===== src/cpe_pkg.sv =====
// Shared types for the windowed energy sum: controller states and datapath commands.
package cpe_pkg;

  typedef enum logic [2:0] {
    ST_IDLE,
    ST_SQUARE,
    ST_SUM,
    ST_MULT,
    ST_READ,
    ST_UPDATE
  } state_t;

  // Commands from the controller to the datapath, one strobe per step.
  typedef struct packed {
    logic load_in;
    logic do_square;
    logic do_sum;
    logic do_mult;
    logic do_read;
    logic do_update;
  } cmd_t;

endpackage


===== src/cpe_ctrl.sv =====
// Controller state machine that sequences one word through the datapath.
module cpe_ctrl (
  input  logic          clk,
  input  logic          rst,
  input  logic          in_valid,
  output logic          in_stall,
  output logic          out_valid,
  input  logic          out_stall,
  output cpe_pkg::cmd_t cmd
);

  cpe_pkg::state_t state;
  cpe_pkg::state_t state_next;
  logic            out_valid_next;
  logic            commit;

  assign commit = (state == cpe_pkg::ST_UPDATE) && (!out_valid || !out_stall);

  always_ff @(posedge clk) begin
    if (rst) begin
      state     <= cpe_pkg::ST_IDLE;
      out_valid <= 1'b0;
    end else begin
      state     <= state_next;
      out_valid <= out_valid_next;
    end
  end

  always_comb begin
    state_next = state;
    case (state)
      cpe_pkg::ST_IDLE: begin
        if (in_valid) state_next = cpe_pkg::ST_SQUARE;
      end
      cpe_pkg::ST_SQUARE: state_next = cpe_pkg::ST_SUM;
      cpe_pkg::ST_SUM:    state_next = cpe_pkg::ST_MULT;
      cpe_pkg::ST_MULT:   state_next = cpe_pkg::ST_READ;
      cpe_pkg::ST_READ:   state_next = cpe_pkg::ST_UPDATE;
      cpe_pkg::ST_UPDATE: begin
        if (commit) state_next = cpe_pkg::ST_IDLE;
      end
      default: state_next = cpe_pkg::ST_IDLE;
    endcase
  end

  always_comb begin
    in_stall       = (state != cpe_pkg::ST_IDLE);
    cmd            = '0;
    cmd.load_in    = (state == cpe_pkg::ST_IDLE) && in_valid;
    cmd.do_square  = (state == cpe_pkg::ST_SQUARE);
    cmd.do_sum     = (state == cpe_pkg::ST_SUM);
    cmd.do_mult    = (state == cpe_pkg::ST_MULT);
    cmd.do_read    = (state == cpe_pkg::ST_READ);
    cmd.do_update  = commit;
    out_valid_next = commit | (out_valid & out_stall);
  end

endmodule


===== src/cpe_datapath.sv =====
// Datapath: squares, magnitude sum, rho scaling, energy window memory and running total.
module cpe_datapath #(
  parameter int WINDOW_LEN = 16
) (
  input  logic               clk,
  input  logic               rst,
  input  cpe_pkg::cmd_t      cmd,
  input  logic               cfg_wr_en,
  input  logic        [15:0] cfg_wr_data,
  input  logic               sample_valid,
  input  logic signed [15:0] cur_real,
  input  logic signed [15:0] cur_imag,
  input  logic signed [15:0] lag_real,
  input  logic signed [15:0] lag_imag,
  output logic        [34:0] window_sum,
  output logic               sum_valid
);

  localparam int PosW = (WINDOW_LEN > 1) ? $clog2(WINDOW_LEN) : 1;
  localparam int CntW = $clog2(WINDOW_LEN + 1);

  logic        [15:0] rho;
  logic               smp_valid;
  logic signed [15:0] cr, ci, lr, li;
  logic signed [31:0] prod_cr, prod_ci, prod_lr, prod_li;
  logic        [30:0] sq_cr, sq_ci, sq_lr, sq_li;
  logic        [32:0] mag;
  logic        [48:0] scaled;
  logic        [30:0] term;
  logic        [30:0] leave_data;
  logic               leave_ok;
  logic        [30:0] leaving;
  logic        [34:0] total;
  logic        [34:0] total_next;
  logic        [CntW-1:0] fill;
  logic        [CntW-1:0] fill_next;
  logic        [PosW-1:0] pos;
  logic        [30:0] window_mem [WINDOW_LEN];
  logic        [WINDOW_LEN-1:0] entry_ok;

  assign prod_cr = 32'(cr) * 32'(cr);
  assign prod_ci = 32'(ci) * 32'(ci);
  assign prod_lr = 32'(lr) * 32'(lr);
  assign prod_li = 32'(li) * 32'(li);
  assign scaled  = {33'd0, rho} * {16'd0, mag};
  assign leaving = leave_ok ? leave_data : 31'd0;

  always_comb begin
    total_next = total + {4'd0, term} - {4'd0, leaving};
    if (!smp_valid) begin
      fill_next = '0;
    end else if (fill < CntW'(WINDOW_LEN)) begin
      fill_next = fill + CntW'(1);
    end else begin
      fill_next = fill;
    end
  end

  always_ff @(posedge clk) begin
    if (rst) begin
      rho <= '0;
    end else if (cfg_wr_en) begin
      rho <= cfg_wr_data;
    end
  end

  // Pipeline payload, stepped by the controller.
  always_ff @(posedge clk) begin
    if (cmd.load_in) begin
      smp_valid <= sample_valid;
      cr        <= cur_real;
      ci        <= cur_imag;
      lr        <= lag_real;
      li        <= lag_imag;
    end
    if (cmd.do_square) begin
      sq_cr <= prod_cr[30:0];
      sq_ci <= prod_ci[30:0];
      sq_lr <= prod_lr[30:0];
      sq_li <= prod_li[30:0];
    end
    if (cmd.do_sum) begin
      mag <= {2'd0, sq_cr} + {2'd0, sq_ci} + {2'd0, sq_lr} + {2'd0, sq_li};
    end
    if (cmd.do_mult) begin
      term <= smp_valid ? scaled[47:17] : 31'd0;
    end
    if (cmd.do_read) begin
      leave_data <= window_mem[pos];
      leave_ok   <= entry_ok[pos];
    end
    if (cmd.do_update) begin
      window_mem[pos] <= term;
      window_sum      <= total_next;
      sum_valid       <= (fill_next == CntW'(WINDOW_LEN));
    end
  end

  always_ff @(posedge clk) begin
    if (rst) begin
      total    <= '0;
      fill     <= '0;
      pos      <= '0;
      entry_ok <= '0;
    end else if (cmd.do_update) begin
      total         <= total_next;
      fill          <= fill_next;
      entry_ok[pos] <= 1'b1;
      if (pos == PosW'(WINDOW_LEN - 1)) begin
        pos <= '0;
      end else begin
        pos <= pos + PosW'(1);
      end
    end
  end

endmodule


===== src/cp_energy_moving_sum_top.sv =====
// Top level of the cyclic-prefix energy moving sum: controller plus datapath.
// The controller walks each word through the square, sum, multiply, window read and
// update steps on one shared datapath, and takes no new word until the last is through.
// A stalled result holds the update step until the output register frees.
// Reset (rst, synchronous, active high) clears rho, the running total, the fill count and
// the window entry flags at once, so the window reads as all zero with no clearing pass.
module cp_energy_moving_sum_top #(
  parameter int WINDOW_LEN = 16
) (
  input  logic               clk,
  input  logic               rst,
  // Configuration write of rho in unsigned Q0.16.
  input  logic               cfg_wr_en,
  input  logic        [15:0] cfg_wr_data,
  // Input word channel.
  input  logic               in_valid,
  output logic               in_stall,
  input  logic               sample_valid,
  input  logic signed [15:0] cur_real,
  input  logic signed [15:0] cur_imag,
  input  logic signed [15:0] lag_real,
  input  logic signed [15:0] lag_imag,
  // Result word channel.
  output logic               out_valid,
  input  logic               out_stall,
  output logic        [34:0] window_sum,
  output logic               sum_valid
);

  cpe_pkg::cmd_t cmd;

  // The controller only sequences; all arithmetic and the data state sit in the datapath.
  cpe_ctrl u_ctrl (
    .clk       (clk),
    .rst       (rst),
    .in_valid  (in_valid),
    .in_stall  (in_stall),
    .out_valid (out_valid),
    .out_stall (out_stall),
    .cmd       (cmd)
  );

  // The energy term is (rho * sum of four squares) >> 17, and the window total adds
  // the new term and drops the oldest one, wrapping at 35 bits.
  cpe_datapath #(
    .WINDOW_LEN (WINDOW_LEN)
  ) u_datapath (
    .clk          (clk),
    .rst          (rst),
    .cmd          (cmd),
    .cfg_wr_en    (cfg_wr_en),
    .cfg_wr_data  (cfg_wr_data),
    .sample_valid (sample_valid),
    .cur_real     (cur_real),
    .cur_imag     (cur_imag),
    .lag_real     (lag_real),
    .lag_imag     (lag_imag),
    .window_sum   (window_sum),
    .sum_valid    (sum_valid)
  );

endmodule

===== config.mk =====
export PLATFORM = sky130hd
export DESIGN_NAME = cp_energy_moving_sum_top
export DESIGN_NICKNAME = d
export VERILOG_FILES = /design/src/cpe_pkg.sv /design/src/cpe_ctrl.sv /design/src/cpe_datapath.sv /design/src/cp_energy_moving_sum_top.sv
export SDC_FILE = /design/constraint.sdc
export NUM_CORES = 2
export LEC_CHECK = 0
export BUFFER_PORTS_ARGS = -buffer_cell sky130_fd_sc_hd__buf_2
export CORE_MARGIN = 2
export CORE_UTILIZATION = 53
export CTS_BUF_LIST = sky130_fd_sc_hd__clkbuf_8
export DETAILED_ROUTE_END_ITERATION = 8
export HOLD_SLACK_MARGIN = 0.12
export PLACE_DENSITY_LB_ADDON = 0.15
export SETUP_SLACK_MARGIN = 0.5
export SYNTH_ARGS = -nofsm -noshare
export SYNTH_HDL_FRONTEND = slang
export SYNTH_SLANG_ARGS = --single-unit

===== constraint.sdc =====
create_clock -name clk -period 14.5 [get_ports clk]
set_clock_uncertainty 0.1 [all_clocks]
set_input_delay 0.725 -clock clk [delete_from_list [all_inputs] [get_ports clk]]
set_output_delay 0.725 -clock clk [all_outputs]
set_load 0.03 [all_outputs]

==> impl_metrics.ini <==
[outcome]
status = finished with violations
violations = design-rule violations

[clock_tree]
h-tree-depth = 4
cts_made_buffers = 156
cts_buffer_depth = 3
clk_pin_slew_worst_paths_ns = 0.06
clock_sinks = 893
cts_root_buffer = clkbuf_8
clk_latency_ns = 0.93
cts_setup_buffers = 0
cts_tree = built

[yosys]
async_flop_share_pct = 0
synth_fp_nets = 9874
syn-cell-area_um2 = 88000
synth_cell_types = 80
synthCells = 7814
ys.flop_type = edfxtp_1
synth_edf_count = 813
synth_area_leaders = fa_1 (32%), edfxtp_1 (28%), inv_1 (8.2%), ha_1 (7.8%), mux4_2 (4.1%)
yosysMostFrequentCell = inv_1
ys_warn_count = 0
seq_area_frac_synth_pct = 29.6
yosysTopAreaCellShare_pct = 32.5
synth_largest_area_cell = fa_1
ys_seq_elements = 893
synthTopCellsByCount = inv_1 (1933), fa_1 (1427), edfxtp_1 (813), nand2_1 (699), ha_1 (547)
synth_area_per_cell_um2 = 11.3

[route]
routed_wl_um = 205000
firstDrtPassIters = 9
wl_per_cell_um = 19.9
drt-initial-drc-count = 3562
drcViolationCount = 11
vias = 55039
drtAntennaViolNets = 0
via_per_inst = 5.33

[placed_design]
port_buffers = 123
place.detailed.hpwl_um = 154000
gp_congestion = 0.909

[finish]
nets = 10064
drive_gt1_share_pct = 7.70
areaGrowthSynthToFinish_pct = 8.15

[timing]
tns_ns = 0
fmax_mhz = 128
worst_pin_slew_ns = 1.36
maxSlewHeadroom_pct = 9.01
fin_crit_ns = 7.81
setup_violations = 0
slew_viol_final = 0
hold_viol_final = 0
rsz0062_at_grt = no
period_share_pct = 53.9

[setup_path]
critPathKind = reg -> reg
crit_end = u_datapath.term[28]$_SDFFCE_PN0N_
ff2ff_path_depth = 22
critical_path_required_ns = 15.04
worstPathArrival_ns = 8.35
rrSetupSlack_ns = 6.69
crit_fanout = 34
cp-end-kind = flip-flop
worstSetupStartpointType = flip-flop
r2r_start = u_datapath.rho[1]$_SDFFE_PP0P_
r2r_end = u_datapath.term[28]$_SDFFCE_PN0N_
cp-startpoint = u_datapath.rho[1]$_SDFFE_PP0P_

[floorplan]
start_util_pct = 53.4
num_io_pins = 124
rows = 149
die_area_um2 = 169000
fp.dieH_um = 412
design.core.area_um2 = 165000
die_x_um = 412

[global_routing]
grt_first_pass_wirelength_um = 327000
antenna_found_initial = 5
grt_max_degree = 75
gr-max-usage-layer = met2
met3_usage_pct = 3.41
grtUsageTotal_pct = 25.2
gr-total-overflow = 0
use_met2_pct = 43.5
grt_pass1_vias = 59409
use_met1_pct = 32.9

[run]
drv_cap = 0

[min_path]
hold_path_class = in -> reg
min_delay_path_depth = 3
through the flow:
step	instance area (µm²)	util, %	std cells	setup WS (ns)	hold slack [ns]
final	95200	57.7	10326	6.69	0.280
after global routing	95200	57.7	10326	6.31	0.273
after CTS	95200	57.7	10323	6.77	0.188
after detailed placement	91100	55.2	9952	6.75	0.347
after global placement	91100	55.2	9952	6.84	0.342
after floorplan	88000	-	7814	4.35	0.335
layer usage:
metal | part of all wire, % | wire length [µm] | up-vias
li1 | - | - | 24845
met3 | 5.1 | 10600 | 352
met2 | 51 | 104000 | 1494
met1 | 41 | 84300 | 28348
met4 | 3.2 | 6680 | 0
met5 | 0 | 0 | -
cell usage in the layout (no fill, tap or decap), types with 47 or more instances in the layout:
cell and instances:
nor2_1 262, o21ai_0 74, a21o_1 111, ha_1 547, dfxtp_1 76, xor2_1 75, xnor2_1 188, nand3_1 48
edfxtp_1 813, buf_4 71, fa_1 1427, dlygate4sd3_1 83, mux4_2 160, nor3_1 47, a21oi_1 196, inv_1 1970
and2_1 450, buf_2 123, nand2_1 699, clkbuf_8 163
how the worst min path moves through the flow:
stage                     slack, ns                              endpoint                            startpoint
after floorplan                0.33  u_datapath.entry_ok[14]$_SDFFE_PP0P_  u_datapath.entry_ok[14]$_SDFFE_PP0P_
after global placement         0.34      u_datapath.total[6]$_SDFFE_PP0P_      u_datapath.total[6]$_SDFFE_PP0P_
after detailed placement       0.35     u_datapath.total[15]$_SDFFE_PP0P_     u_datapath.total[15]$_SDFFE_PP0P_
after CTS                      0.19        u_datapath.rho[6]$_SDFFE_PP0P_                             cfg_wr_en
after global routing           0.27        u_datapath.rho[6]$_SDFFE_PP0P_                             cfg_wr_en
final                          0.28        u_datapath.rho[6]$_SDFFE_PP0P_                             cfg_wr_en
worst max-delay path: stages (launching register included):
cell and delay, ns:
dfxtp_1 1.23, nand2_1 0.22, fa_1 0.57, fa_1 0.52
fa_1 0.52, inv_1 0.05, fa_1 0.45, fa_1 0.51
inv_1 0.05, fa_1 0.48, inv_1 0.04, ha_1 0.35
a21o_1 0.21, a21o_1 0.18, a211o_1 0.31, a211oi_2 0.26
a2111oi_2 0.10, buf_4 0.18, o31a_1 0.33, o2111a_1 0.33
o211a_1 0.26, nor3_1 0.24, nor3b_2 0.07
state kept, by name, indices dropped and copies added (netlist names), 30 cells and up:
register / cells
u_datapath.sq_ci: 30
u_datapath.window_mem: 496
u_datapath.total: 35
u_datapath.mag: 33
u_datapath.sq_li: 30
u_datapath.term: 31
u_datapath.sq_cr: 30
u_datapath.window_sum: 35
u_datapath.sq_lr: 30
u_datapath.leave_data: 31
cell families (layout without fill, tap and decap cells):
| logic type | after synthesis | in the layout | share of synthesized area [%] |
|---|---|---|---|
| AOI/OAI and AO/OA | 619 | 619 | 4.71 |
| DFF | 893 | 893 | 29.6 |
| and+or+nand+nor | 1705 | 1705 | 9.27 |
| muxes | 180 | 180 | 4.32 |
| xor gates and xnor gates | 263 | 263 | 2.62 |
| other | 2 | 5 | 0.00853 |
| adders and majority gates | 1974 | 1974 | 40.2 |
| buffers and inverters | 2178 | 2498 | 9.29 |
cell type report:
type | instances | area [µm²]
inverters | 1933 | 7260
clock inverters | 125 | 971
flip-flops and latches | 893 | 26000
diodes | 3 | 7.51
well taps | 2189 | 2740
fillers | 13823 | 69800
multi-input cells | 4743 | 54000
repair buffers | 277 | 1980
clock buffers | 163 | 2240
timing repair:
action | in CTS | in global routing
resized for setup | 0 | 0
hold buffers | 83 | 0
hold endpoints to repair | 84 | 0
Power is not shown: default switching activity piles up to over one toggle a cycle in this logic, so the estimate is an artifact.
